`src/sv/asp_pkg.sv`:
```
`default_nettype none
// ----------------------------------------------------------------------------
// asp_pkg: shared types and constants of the slope percent unit
// Holds the result format, the percent scale factor and the control word that
// travels with every sample through the cell chains.
// ----------------------------------------------------------------------------
package asp_pkg;

   // Result format: unsigned fixed point, saturating at all ones.
   localparam int unsigned SLOPE_BITS = 24;
   localparam logic [SLOPE_BITS-1:0] SLOPE_MAX = '1;

   // The slope is the tangent times 100, so the squared sum is scaled by 100^2.
   localparam int unsigned SCALE_BITS = 14;
   localparam logic [SCALE_BITS-1:0] SCALE_PCT_SQ = 14'd10000;

   // Control word that moves along the pipeline next to each sample.
   typedef struct packed {
      logic valid;
      logic invalid;
      logic saturated;
   } asp_ctrl_type;

endpackage : asp_pkg
`default_nettype wire

```
`src/sv/asp_sqrt_cell.sv`:
```
`default_nettype none
// ----------------------------------------------------------------------------
// asp_sqrt_cell: one step of the restoring square root chain
// Brings down the next two radicand bits, tries the next root bit and hands
// the partial remainder, partial root and the sample sideband to its neighbor.
// ----------------------------------------------------------------------------
module asp_sqrt_cell #(
   parameter int unsigned RAD_BITS  = 62,
   parameter int unsigned ROOT_BITS = 31,
   parameter int unsigned AZ_BITS   = 16
) (
   input  wire logic                  clock,
   input  wire logic                  reset,
   input  wire logic                  en,
   input  wire asp_pkg::asp_ctrl_type ctrl_in,
   input  wire logic [RAD_BITS-1:0]   rad_in,
   input  wire logic [ROOT_BITS+1:0]  rem_in,
   input  wire logic [ROOT_BITS-1:0]  root_in,
   input  wire logic [AZ_BITS-1:0]    az_in,
   output asp_pkg::asp_ctrl_type      ctrl_out,
   output logic      [RAD_BITS-1:0]   rad_out,
   output logic      [ROOT_BITS+1:0]  rem_out,
   output logic      [ROOT_BITS-1:0]  root_out,
   output logic      [AZ_BITS-1:0]    az_out
);
   import asp_pkg::*;

   asp_ctrl_type           ctrl_ff;
   logic [RAD_BITS-1:0]    rad_ff;
   logic [ROOT_BITS+1:0]   rem_ff;
   logic [ROOT_BITS-1:0]   root_ff;
   logic [AZ_BITS-1:0]     az_ff;

   logic [ROOT_BITS+1:0]   rem_shift;
   logic [ROOT_BITS+1:0]   trial;
   logic                   fits;
   logic [RAD_BITS-1:0]    rad_in_nx;
   logic [ROOT_BITS+1:0]   rem_in_nx;
   logic [ROOT_BITS-1:0]   root_in_nx;

   // The remainder never exceeds twice the partial root, so its top two bits
   // are zero before the shift.
   always_comb begin
      rem_shift  = {rem_in[ROOT_BITS-1:0], rad_in[RAD_BITS-1 -: 2]};
      trial      = {root_in, 2'b01};
      fits       = (rem_shift >= trial);
      rem_in_nx  = fits ? (rem_shift - trial) : rem_shift;
      root_in_nx = {root_in[ROOT_BITS-2:0], fits};
      rad_in_nx  = {rad_in[RAD_BITS-3:0], 2'b00};
   end

   // Control word, cleared at reset.
   always_ff @(posedge clock) begin
      if (reset) begin
         ctrl_ff <= '0;
      end else if (en) begin
         ctrl_ff <= ctrl_in;
      end
   end

   // Data path registers.
   always_ff @(posedge clock) begin
      if (en) begin
         rad_ff  <= rad_in_nx;
         rem_ff  <= rem_in_nx;
         root_ff <= root_in_nx;
         az_ff   <= az_in;
      end
   end

   assign ctrl_out = ctrl_ff;
   assign rad_out  = rad_ff;
   assign rem_out  = rem_ff;
   assign root_out = root_ff;
   assign az_out   = az_ff;

endmodule : asp_sqrt_cell
`default_nettype wire

```
`config.mk`:
```
export PLATFORM = sky130hd
export DESIGN_NAME = asp_sqrt_cell
export DESIGN_NICKNAME = d
export VERILOG_FILES = /design/src/sv/asp_pkg.sv /design/src/sv/asp_sqrt_cell.sv
export SDC_FILE = /design/constraint.sdc
export NUM_CORES = 1
export LEC_CHECK = 0
export ABC_AREA = 1
export BUFFER_PORTS_ARGS = -buffer_cell sky130_fd_sc_hd__clkbuf_2
export CORE_MARGIN = 10
export CORE_UTILIZATION = 50
export DETAILED_ROUTE_END_ITERATION = 8
export GPL_TIMING_DRIVEN = 0
export HOLD_SLACK_MARGIN = 0.12
export PLACE_DENSITY = 0.92
export SLEW_MARGIN = 20
export SYNTH_ARGS = -nofsm -noshare
export SYNTH_HDL_FRONTEND = slang
export SYNTH_SLANG_ARGS = --single-unit
```
`constraint.sdc`:
```
create_clock -name clock -period 2.8 [get_ports clock]
set_input_delay 0.56 -clock clock [delete_from_list [all_inputs] [get_ports clock]]
set_output_delay 0.56 -clock clock [all_outputs]
set_load 0.02 [all_outputs]
```
==> metrics.md <==
| Metric | Value |
|---|---|
| H-tree Lvls | `4` |
| Synth Warn # | `0` |
| Clock Tree Buf Depth | `2` |
| Simple-gate share of the synthesized area | `25.31%` |
| WP data arrival | `2.39 ns` |
| Post-CTS Setup Repair Bufs | `0` |
| WL per Instance | `17.67 um` |
| # rows | `44` |
| CTS Sinks | `143` |
| Starting DRT DRC Count | `416` |
| First-pass DRT Iterations | `7` |
| Synth area leader | `edfxtp_1` |
| Most common cell in the netlist | `nand2_1` |
| Power consumption | `6.311 mW` |
| Pwr/cell area | `636.8 nW/um^2` |
| Cell variety after synth | `30` |
| CTS tree | `yes` |
| Post-synth top cells | `333 x nand2_1, 168 x inv_1, 140 x edfxtp_1` |
| Fillcell total | `1170` |
| Vias per inst | `4.886` |
| Peak fanout along the critical path | `10` |
| Clock Root Buffer | `clkbuf_16` |
| CP Buf/Inv Count | `4` |
| WS Path Type | `in2reg` |
| Status | `finished clean` |
| Async SR Flop Fraction | `0%` |
| Critical path launch point type | `input port` |
| Slowest-stage cell, CP | `ha_1` |
| Final hold slack | `0.3140 ns` |
| Synth Area in Compound Gates | `1.845%` |
| Via count | `6703` |
| I/O Buffers | `288` |
| Hold Crit Depth | `1` |
| Slowest Stage Delay on Critical Path | `0.33 ns` |
| Die Y-Extent | `143.3 um` |
| Post-route DRC | `0` |
| Die width | `143.3 um` |
| Antenna-violating nets left | `0` |
| Starting density of the core | `51.69%` |
| Syn avg cell area | `8.783 um^2` |
| Area of the mapped netlist | `7597 um^2` |
| Post-CTS resize count | `0` |
| Largest net degree at the start of global routing | `92` |
| Lkg Pwr | `5.324 nW` |
| Vias in the first global route | `6573` |
| Fraction of layout cells with a size suffix above 1 | `29.32%` |
| Reg2reg setup slack | `2.19 ns` |
| Post-Route WL | `24.25 mm` |
| CP most frequent cell | `nand2_1` |
| Setup violators final | `0` |
| CORE AREA | `14700 um^2` |
| Clock-pin slew on the worst setup and hold paths | `0.06 ns` |
| Max Clock Freq | `449.9 MHz` |
| Critical path depth | `16` |
| Crit. End Element | `register` |
| Top post-synthesis cells by area | `edfxtp_1 55%, nand2_1 16%, inv_1 8.3%` |
| RSZ-0062 raised after global routing | `false` |
| Worst min-delay path startpoint | `rad_in[46]` |
| Register area share after synthesis | `56.13%` |
| Crit path cell chain | `clkbuf_2 > inv_1 > ha_1 > nand2_1 > inv_2 > nand2_1 > nand2_1 > nand2_1 > nand2_1 > nand2_1 > nand3_2 > nor2_4 > nand2_8 > buf_6 > nand2_1 > nand2_1` |
| WP data required | `2.97 ns` |
| Worst r2r src | `ctrl_out[1]` |
| Nets | `1355` |
| First-pass GRT wire length | `36.09 mm` |
| Hold Buf Count CTS | `0` |
| Worst VDD drop | `0.0003814 V` |
| Die area | `20520 um^2` |
| Min cycle time layout | `2.223 ns` |
| HP Class | `in2reg` |
| Top-area cell type share of the netlist area | `55.34%` |
| # Max-Cap Violations | `0` |
| Ports | `293` |
| Area grow syn2layout | `30.43%` |
| Hpwl dp | `19.77 mm` |
| GRT Total Usage | `22.93%` |
| Finished Layout Cells | `1372` |
| Worst setup startpoint | `root_in[17]` |
| Number of flops mapped to enable cells by yosys | `140` |
| Post-Synthesis Cells | `865` |
| Main combinational cell family by area after synthesis | `simple AND/OR/NAND/NOR gates` |
| Slew Viols, Final | `0` |
| Clk_lat worst skew | `0.42 ns` |
| Overflow after GRT | `0` |
| Top_reg_cell synth | `edfxtp_1` |
| Adder-cell share of the synthesized area | `5.435%` |
| CTS buffer count | `17` |
| Final RePlAce weighted congestion | `0.9393` |
| Post-Synth XOR/XNOR Area | `1.729%` |
| Mux cell area share after synthesis | `0%` |
| Placed Cells | `1339` |
| Fin crit share | `79.38%` |
| Clock skew | `0 ns` |
| Synth Register Bits | `143` |
| Crit-path leading delay family | `simple AND/OR/NAND/NOR gates` |
| Initial antenna violation count | `1` |
| Cell depth of the worst flop-to-flop path | `2` |
| Final Hold Fails | `0` |
## final timing paths
kind                               endpoint
worst min-delay path            rad_out[48]
worst min register to register  ctrl_out[0]
worst max register to register  ctrl_out[1]
worst max-delay path             rem_out[9]
## state kept, by name, summed over array words and instances (netlist names)
register  cells
root_out     31
ctrl_out      3
rad_out      60
rem_out      33
az_out       16
## cell usage in the layout (no fill, tap or decap), types with 3 or more instances in the layout
| cell | synthesis | final |
|---|---|---|
| nor2_2 | 5 | 5 |
| inv_1 | 168 | 168 |
| and2_1 | 6 | 6 |
| nand3_1 | 63 | 63 |
| a21oi_1 | 24 | 24 |
| nand4_1 | 3 | 3 |
| nand2_1 | 333 | 333 |
| clkbuf_2 | 0 | 287 |
| nor3_1 | 4 | 4 |
| xor2_1 | 14 | 14 |
| buf_2 | 7 | 7 |
| inv_6 | 0 | 4 |
| buf_6 | 3 | 3 |
| ha_1 | 33 | 33 |
| edfxtp_1 | 140 | 140 |
| dfxtp_1 | 3 | 3 |
| nor2_1 | 39 | 39 |
| clkinvlp_4 | 0 | 5 |
| clkbuf_16 | 0 | 17 |
## final cells by class
cell class,instances,area (um^2),area share (%)
Antenna cell,1,2.502,0.02525
Clock inverter,13,155.1,1.566
Buffer,12,83.83,0.8460
Inverter,170,638.1,6.439
Clock buffer,19,442.9,4.470
Sequential cell,143,4264,43.03
Tap cell,184,230.2,2.323
Multi-Input combinational cell,541,2615,26.39
Timing Repair Buffer,289,1478,14.91
## cell families (layout without fill, tap and decap cells)
| kind of cell | count (synthesis) | count (layout) |
|---|---|---|
| AND/OR/NAND/NOR | 464 | 464 |
| buffers and inverters | 182 | 503 |
| flip-flops | 143 | 143 |
| adder cells (fa/ha/maj) | 33 | 33 |
| AO/OA/AOI/OAI | 27 | 27 |
| XOR/XNOR | 15 | 15 |
| other | 1 | 3 |
## per-stage QoR
| stage | utilization (%) | worst slack [ns] | cell area, um^2 | TNS (ns) |
|---|---|---|---|---|
| final | 67.42 | 0.5775 | 9910 | 0 |
| after global routing | 67.42 | 0.4237 | 9910 | 0 |
| after CTS | 67.40 | 0.5869 | 9907 | 0 |
| after detailed placement | 63.33 | 0.1480 | 9309 | 0 |
| after global placement | 63.08 | -0.7974 | 9273 | -88.00 |
| after floorplan | - | 0.6625 | 7601 | 0 |
## where the power goes
part / leakage [nW] / switching (mW) / internal (mW) / total (mW)
Clock: 0.277 / 0.932 / 1.36 / 2.29
Sequential: 1.39 / 0.0574 / 2.59 / 2.65
Combinational: 3.65 / 0.929 / 0.446 / 1.38
## metal layers
layer / part of all wire, % / wire, um / up-vias / GRT usage (%)
met1: 36 / 8823 / 3012 / 24.17
li1: - / - / 3346 / -
met4: 3.5 / 858 / 0 / 9.995
met3: 8.4 / 2028 / 48 / 6.401
met5: 0 / 0 / - / 0
met2: 52 / 12540 / 297 / 41.82
Note: power is estimated with default switching activity, not from simulation.
