<file path="src/sv/asp_pkg.sv">
`default_nettype none
// ----------------------------------------------------------------------------
// asp_pkg: shared types and constants of the slope percent unit
// Holds the result format, the percent scale factor and the control word that
// travels with every sample through the cell chains.
// ----------------------------------------------------------------------------
package asp_pkg;

   // Result format: unsigned fixed point, saturating at all ones.
   localparam int unsigned SLOPE_BITS = 24;
   localparam logic [SLOPE_BITS-1:0] SLOPE_MAX = '1;

   // The slope is the tangent times 100, so the squared sum is scaled by 100^2.
   localparam int unsigned SCALE_BITS = 14;
   localparam logic [SCALE_BITS-1:0] SCALE_PCT_SQ = 14'd10000;

   // Control word that moves along the pipeline next to each sample.
   typedef struct packed {
      logic valid;
      logic invalid;
      logic saturated;
   } asp_ctrl_type;

endpackage : asp_pkg
`default_nettype wire

</file>
<file path="src/sv/asp_div_cell.sv">
`default_nettype none
// ----------------------------------------------------------------------------
// asp_div_cell: one step of the restoring division chain
// Shifts the next numerator bit into the partial remainder, subtracts |z| when
// it fits and shifts the new quotient bit into the numerator/quotient word.
// ----------------------------------------------------------------------------
module asp_div_cell #(
   parameter int unsigned AZ_BITS  = 16,
   parameter int unsigned QUO_BITS = 24
) (
   input  wire logic                  clock,
   input  wire logic                  reset,
   input  wire logic                  en,
   input  wire asp_pkg::asp_ctrl_type ctrl_in,
   input  wire logic [AZ_BITS:0]      rem_in,
   input  wire logic [QUO_BITS-1:0]   nq_in,
   input  wire logic [AZ_BITS-1:0]    az_in,
   output asp_pkg::asp_ctrl_type      ctrl_out,
   output logic      [AZ_BITS:0]      rem_out,
   output logic      [QUO_BITS-1:0]   nq_out,
   output logic      [AZ_BITS-1:0]    az_out
);
   import asp_pkg::*;

   asp_ctrl_type          ctrl_ff;
   logic [AZ_BITS:0]      rem_ff;
   logic [QUO_BITS-1:0]   nq_ff;
   logic [AZ_BITS-1:0]    az_ff;

   logic [AZ_BITS:0]      rem_shift;
   logic                  fits;
   logic [AZ_BITS:0]      rem_in_nx;
   logic [QUO_BITS-1:0]   nq_in_nx;

   // The remainder stays below |z|, so dropping its top bit loses nothing.
   always_comb begin
      rem_shift = {rem_in[AZ_BITS-1:0], nq_in[QUO_BITS-1]};
      fits      = (rem_shift >= {1'b0, az_in});
      rem_in_nx = fits ? (rem_shift - {1'b0, az_in}) : rem_shift;
      nq_in_nx  = {nq_in[QUO_BITS-2:0], fits};
   end

   // Control word, cleared at reset.
   always_ff @(posedge clock) begin
      if (reset) begin
         ctrl_ff <= '0;
      end else if (en) begin
         ctrl_ff <= ctrl_in;
      end
   end

   // Data path registers.
   always_ff @(posedge clock) begin
      if (en) begin
         rem_ff <= rem_in_nx;
         nq_ff  <= nq_in_nx;
         az_ff  <= az_in;
      end
   end

   assign ctrl_out = ctrl_ff;
   assign rem_out  = rem_ff;
   assign nq_out   = nq_ff;
   assign az_out   = az_ff;

endmodule : asp_div_cell
`default_nettype wire

</file>
<file path="config.mk">
export PLATFORM = sky130hd
export DESIGN_NAME = asp_div_cell
export DESIGN_NICKNAME = d
export VERILOG_FILES = /design/src/sv/asp_pkg.sv /design/src/sv/asp_div_cell.sv
export SDC_FILE = /design/constraint.sdc
export NUM_CORES = 1
export LEC_CHECK = 0
export BUFFER_PORTS_ARGS = -buffer_cell sky130_fd_sc_hd__buf_2
export CORE_MARGIN = 2
export CORE_UTILIZATION = 40
export CTS_BUF_LIST = sky130_fd_sc_hd__clkbuf_4 sky130_fd_sc_hd__clkbuf_8
export DETAILED_ROUTE_END_ITERATION = 10
export MAX_ROUTING_LAYER = met4
export PLACE_DENSITY = 0.69
export SLEW_MARGIN = 20
export SYNTH_ARGS = -nofsm -noshare
export SYNTH_HDL_FRONTEND = slang
export SYNTH_SLANG_ARGS = --single-unit
</file>
<file path="constraint.sdc">
create_clock -name clock -period 6.8 [get_ports clock]
set_input_delay 0.68 -clock clock [delete_from_list [all_inputs] [get_ports clock]]
set_output_delay 0.68 -clock clock [all_outputs]
set_load 0.005 [all_outputs]
</file>
==> impl_metrics.ini, run 1 <==
[hold_path]
timing.hold.worst.class = flip-flop to flip-flop

[synth]
synth_sequential_area_ratio_pct = 61.5
syn-instance-count = 203
synth_ff_type = sky130_fd_sc_hd__edfxtp_1
synth_edf_count = 57
synth.cell_area_um2 = 2880
syn-num-nets = 283
synthArstFlopShare_pct = 0
ys_seq_elements = 60
syn_avg_cell_area_um2 = 14.2
ys_warn_count = 0
yosys.cell_types.count = 35

[route]
drt_iter0_markers = 96
detail_route.drc_violations = 0
post_drt_wl_per_cell_um = 13.3
totalWireLength_um = 5820
dr.pass1.iters = 4
ant_nets = 0
post_drt_via_cell_ratio = 4.76
vias = 2074

[timing]
highest_clock_rate_ghz = 0.337
period_share_pct = 43.6
report.final.hold_viol_count = 0
setup_viol = 0
grt_setup_unrepaired = no
fin_worst_skew_ps = 0
report.final.slew_viol_count = 0
min_tclk_post_route_ps = 2960
worst_slew_pin_slew_ps = 733
setup_tns_ps = 0
relative_slew_slack_pct = 51.0

[final_layout]
mostFrequentLayoutCell = sky130_fd_sc_hd__buf_2
num-fill-cells = 627
area_delta_synth_final_pct = 31.1
design.final.nets = 415
postLayoutCoreUtil_pct = 55.0
drive_above_1_share_pct = 47.6
antenna-diode-count = 0
stdcell_area_um2 = 3780
layout.cells.most_common_list = 121 x sky130_fd_sc_hd__buf_2, 57 x sky130_fd_sc_hd__edfxtp_1, 22 x sky130_fd_sc_hd__inv_1, 16 x sky130_fd_sc_hd__ha_1, 11 x sky130_fd_sc_hd__clkbuf_8

[placed_design]
globalplace.congestion = 0.810
portBuffers = 121
final_hpwl_dp_um = 4470
placed_instance_area_um2 = 3590

[setup_path]
critical_path.max_fanout = 18
crit_family = compound AO/OA/AOI/OAI gates
critPathRequiredTime_ps = 6880
worstSetupEndpointType = flip-flop
slowest_stage = sky130_fd_sc_hd__a21oi_4
path_common_cell = sky130_fd_sc_hd__a21oi_4
endpoint_arrival_time_on_the_critical_path_ps = 3040
critPathMaxStageDelay_ps = 620
setup.worst_path.start_class = primary input
cp_buf_inv_count = 1
criticalPathCategory = primary input to flip-flop
cp_cell_sequence = buf_2 > ha_1 > a21o_1 > a31oi_1 > o21ai_2 > a21oi_4 > o211ai_2 > a21oi_4 > mux2_2

[clock_tree]
master_cell_of_the_clock_root_buffer = sky130_fd_sc_hd__clkbuf_8
post_cts.repair.setup_buffers = 0
cts.htree.levels = 3
cts.sink_count = 60
cts_hold_buf = 0
tritoncts = built
numCtsBuffers = 9
clock_latency_at_the_later_pin_of_the_worst_skew_pair_ps = 330
cts.clk_slew.worst_paths_ps = 70
cts_buffer_depth = 2
cts_repair_resize_count = 0

[global_routing]
grt_overflow_total = 0
grt_antenna_before_repair = 0
gr_util_all_layers_pct = 15.0
grt_max_degree = 37
grt_pass1_vias = 1919
global_route_wire_length_before_repair_um = 8630

[floorplanning]
initial_core_util_pct = 41.9
io_pins = 123
std_cell_rows = 30
fp.coreArea_um2 = 6870
dieHeight_um = 88.9
dieArea_um2 = 7900
die-width_um = 88.9

[run]
max-cap-violations = 0

[power_and_ir_drop]
static-leakage-power_nw = 1.73
design_power_total_uw = 921
vdd_ir_drop_max_mv = 0.0908
power_density_nw_per_um2 = 244

[outcome]
run_status = finished clean
tightest hold or removal path, stage by stage (launching register included):
cell                      delay, ps
sky130_fd_sc_hd__dfxtp_1        320
sky130_fd_sc_hd__mux2i_1         60
sky130_fd_sc_hd__nor2_1          70
routing by layer:
layer  vias up  wire [um]  global-route usage [%]
met1       940       2390                    17.1
met3         5        746                    6.25
met2       107       2630                    23.7
met4         0         48                    4.96
met5         -          0                       -
li1       1022          -                       -
through the flow:
stage | hold slack [ps] | cells | worst slack [ps]
finish | 492 | 436 | 3840
global route | 495 | 436 | 3700
CTS | 501 | 436 | 3820
detailed placement | 484 | 420 | 3470
global placement | 490 | 420 | 3500
floorplan | 485 | 203 | 4000
final timing paths:
check,from,to,slack (ps),cells past startpoint
max,rem_in[3],rem_out[4],3840,9
min,ctrl_out[2],ctrl_out[2],490,2
max reg2reg,ctrl_out[1],ctrl_out[1],6220,2
min reg2reg,ctrl_out[2],ctrl_out[2],490,2
layout make-up:
class,instances,area [um2],share of cell area [%]
timing repair buffer,122,613,16.2
clock inverter,4,25.0,0.662
tap,96,120,3.18
sequential,60,1770,46.9
clock buffer,12,159,4.21
multi-input combinational,120,1010,26.6
inverter,22,82.6,2.19
synthesized netlist by cell type (3+ instances only):
| master | instances | share of area (%) |
|---|---|---|
| sky130_fd_sc_hd__a21o_1 | 5 | 1.3 |
| sky130_fd_sc_hd__a21o_2 | 4 | 1.2 |
| sky130_fd_sc_hd__a21oi_1 | 10 | 1.7 |
| sky130_fd_sc_hd__a31oi_1 | 3 | 0.65 |
| sky130_fd_sc_hd__dfxtp_1 | 3 | 2.1 |
| sky130_fd_sc_hd__edfxtp_1 | 57 | 59 |
| sky130_fd_sc_hd__ha_1 | 16 | 7.0 |
| sky130_fd_sc_hd__inv_1 | 22 | 2.9 |
| sky130_fd_sc_hd__mux2_2 | 8 | 3.1 |
| sky130_fd_sc_hd__mux2_4 | 6 | 3.1 |
| sky130_fd_sc_hd__mux2i_1 | 4 | 1.4 |
| sky130_fd_sc_hd__nand2_1 | 8 | 1.0 |
| sky130_fd_sc_hd__nor2_1 | 10 | 1.3 |
| sky130_fd_sc_hd__o21a_1 | 4 | 1.0 |
| sky130_fd_sc_hd__o21ai_0 | 7 | 1.2 |
| sky130_fd_sc_hd__xnor2_1 | 8 | 2.4 |
| sky130_fd_sc_hd__xor2_1 | 5 | 1.5 |
kinds of logic (layout without fill, tap and decap cells):
group / Yosys count / after routing / synth area share, %
DFF: 60 / 60 / 61.5
AOI/OAI and AO/OA: 44 / 44 / 11.1
adders and majority gates: 17 / 17 / 7.65
buffers and inverters: 23 / 160 / 3.56
xor gates and xnor gates: 13 / 13 / 3.95
and+or+nand+nor: 28 / 28 / 4.56
muxes: 18 / 18 / 7.65
registers in the layout, summed over array words and instances, names as in the netlist:
signal and flops:
az_out 16, ctrl_out 3, nq_out 24, rem_out 17
power by group:
part | leakage (nW) | total, mW | switching (mW) | internal (mW)
sequential | 0.583 | 0.456 | 0.00756 | 0.449
clock | 0.0918 | 0.289 | 0.134 | 0.155
combinational | 1.05 | 0.175 | 0.0847 | 0.0903
total | 1.73 | 0.921 | 0.227 | 0.694
Note: power is estimated with default switching activity, not from simulation.
==> run 2: changes to the inputs <==
--- a/config.mk
+++ b/config.mk
@@ -11,7 +11,7 @@
 export CTS_BUF_LIST = sky130_fd_sc_hd__clkbuf_4 sky130_fd_sc_hd__clkbuf_8
 export DETAILED_ROUTE_END_ITERATION = 10
 export MAX_ROUTING_LAYER = met4
-export PLACE_DENSITY = 0.69
+export PLACE_DENSITY = 0.72
 export SLEW_MARGIN = 20
 export SYNTH_ARGS = -nofsm -noshare
 export SYNTH_HDL_FRONTEND = slang
==> constraint.sdc (replaced) <==
create_clock -name clock -period 2.6 [get_ports clock]
set_input_delay 0.26 -clock clock [delete_from_list [all_inputs] [get_ports clock]]
set_output_delay 0.26 -clock clock [all_outputs]
set_load 0.005 [all_outputs]
==> run 2 against run 1 <==
Die area stayed put. Register-to-register slack worse by 4200 ps. Clock skew stayed put. Flip-flop and latch count stayed put.
==> impl_metrics.ini, run 2 (synthesis gave the netlist of run 1 again) <==
[timing]
report.final.hold_viol_count = 0
relative_slew_slack_pct = 61.1
min_tclk_post_route_ps = 2220
fin_worst_skew_ps = 0
highest_clock_rate_ghz = 0.450
worst_slew_pin_slew_ps = 584
setup_slack_ps = 376
setup_tns_ps = 0
grt_setup_unrepaired = no
holdWs_ps = 92.2
setup_viol = 0
report.final.slew_viol_count = 0
period_share_pct = 85.6

[setup_path]
endpoint_arrival_time_on_the_critical_path_ps = 2320
critical_path.reg2reg.endpoint = ctrl_out[0]
cp_cell_sequence = buf_2 > inv_1 > ha_1 > fa_1 > nor2b_1 > o2111ai_1 > a31oi_1 > buf_4 > o2bb2ai_1 > a21oi_1 > xnor2_1 > mux2_4
cp_buf_inv_count = 3
worstSetupEndpointType = flip-flop
worst-r2r-cell-count = 2
r2r_start = ctrl_out[0]
critPathRequiredTime_ps = 2690
setup.reg_to_reg.worst_slack_ps = 2000
slowest_stage = sky130_fd_sc_hd__fa_1
setup.worst_path.start_class = primary input
worstSetupStartpoint = nq_in[23]
crit_family = adder cells
crit_cells = 12
worst_setup_path_endpoint = rem_out[14]
criticalPathCategory = primary input to flip-flop
critPathMaxStageDelay_ps = 410
critical_path.max_fanout = 5

[final_layout]
postLayoutCoreUtil_pct = 56.6
final_cells = 441
area_delta_synth_final_pct = 35.1
stdcell_area_um2 = 3890
number_of_flip_flops_in_the_largest_register = 24
drive_above_1_share_pct = 48.4
multi_input_area_um2 = 1010
seqCellArea_um2 = 1770
num-fill-cells = 568
design.final.nets = 420
mostFrequentLayoutCell = sky130_fd_sc_hd__buf_2
layout.cells.most_common_list = 121 x sky130_fd_sc_hd__buf_2, 57 x sky130_fd_sc_hd__edfxtp_1, 22 x sky130_fd_sc_hd__inv_1, 16 x sky130_fd_sc_hd__ha_1
antenna-diode-count = 0

[placed_design]
placement.setup.worst_slack_ps = 32.5
place_inst = 425
globalplace.congestion = 0.830
placed_instance_area_um2 = 3640
final_hpwl_dp_um = 4590
portBuffers = 121

[power_and_ir_drop]
power_switching_share_pct = 23.4
sequentialPowerShare_pct = 44.4
power_density_nw_per_um2 = 692
power.share.clock_pct = 38.1
design_power_total_mw = 2.69
power_switching_uw = 630
internal-power_mw = 2.06
vdd_ir_drop_max_mv = 0.300
relative_contribution_of_combinational_cells_to_total_power_pct = 17.6
static-leakage-power_nw = 1.79

[clock_tree]
cts_buffer_depth = 2
clock_latency_at_the_later_pin_of_the_worst_skew_pair_ps = 340
tritoncts = built
post_cts.repair.setup_buffers = 0
cts_hold_buf = 0
cts.clk_slew.worst_paths_ps = 70
master_cell_of_the_clock_root_buffer = sky130_fd_sc_hd__clkbuf_8
numCtsBuffers = 9
cts.sink_count = 60
cts_repair_resize_count = 0
cts.htree.levels = 3

[route]
totalWireLength_um = 5980
drt_iter0_markers = 66
detail_route.drc_violations = 0
post_drt_via_cell_ratio = 4.73
vias = 2085
dr.pass1.iters = 4
post_drt_wl_per_cell_um = 13.6
ant_nets = 0

[run]
max-cap-violations = 0

[outcome]
run_status = finished clean

[global_routing]
grt_pass1_vias = 2039
grt_max_degree = 37
grt_antenna_before_repair = 0
gr_util_all_layers_pct = 15.8
global_route_wire_length_before_repair_um = 8970
grt_overflow_total = 0

[hold_path]
timing.hold.worst.class = primary input to flip-flop
hold_start = nq_in[11]

[floorplanning]
dieArea_um2 = 7900
die-width_um = 88.9
io_pins = 123
fp.coreArea_um2 = 6870
dieHeight_um = 88.9
std_cell_rows = 30
initial_core_util_pct = 41.9
==> run 2: worst register-to-register path, stage by stage, from the launching register on <==
cell	delay, ps
sky130_fd_sc_hd__dfxtp_1	310
sky130_fd_sc_hd__mux2i_1	140
sky130_fd_sc_hd__nor2_1	50
==> run 2: worst min-delay path by stage <==
stage,cells after the start,end
global placement,1,nq_out[4]
CTS,1,nq_out[17]
global route,1,nq_out[6]
floorplan,1,ctrl_out[0]
finish,1,nq_out[12]
detailed placement,1,nq_out[21]
==> run 2: layout make-up <==
class                   instances  area share, %
flip-flops and latches         60           45.5
multi-input cells             120           25.9
repair buffers                127           17.0
clock buffers                   9           3.18
clock inverters                 7           3.18
well taps                      96           3.09
inverters                      22           2.12
==> run 2: metal layers <==
metal | global-route usage, % | part of all wire (%) | vias to the layer above
li1 | - | - | 1033
met1 | 16.8 | 41 | 958
met2 | 25.9 | 47 | 88
met3 | 6.81 | 10 | 6
met4 | 6.20 | 1.3 | 0
met5 | - | 0 | -
==> run 2: power by group through the flow <==
stage                     logic, mW  clock network (mW)  registers [mW]
after floorplan               0.248                   0            1.23
after global placement        0.468                   0            1.22
after detailed placement      0.475                   0            1.22
after CTS                     0.479                1.05            1.20
after global routing          0.529                1.09            1.21
final                         0.474                1.03            1.20
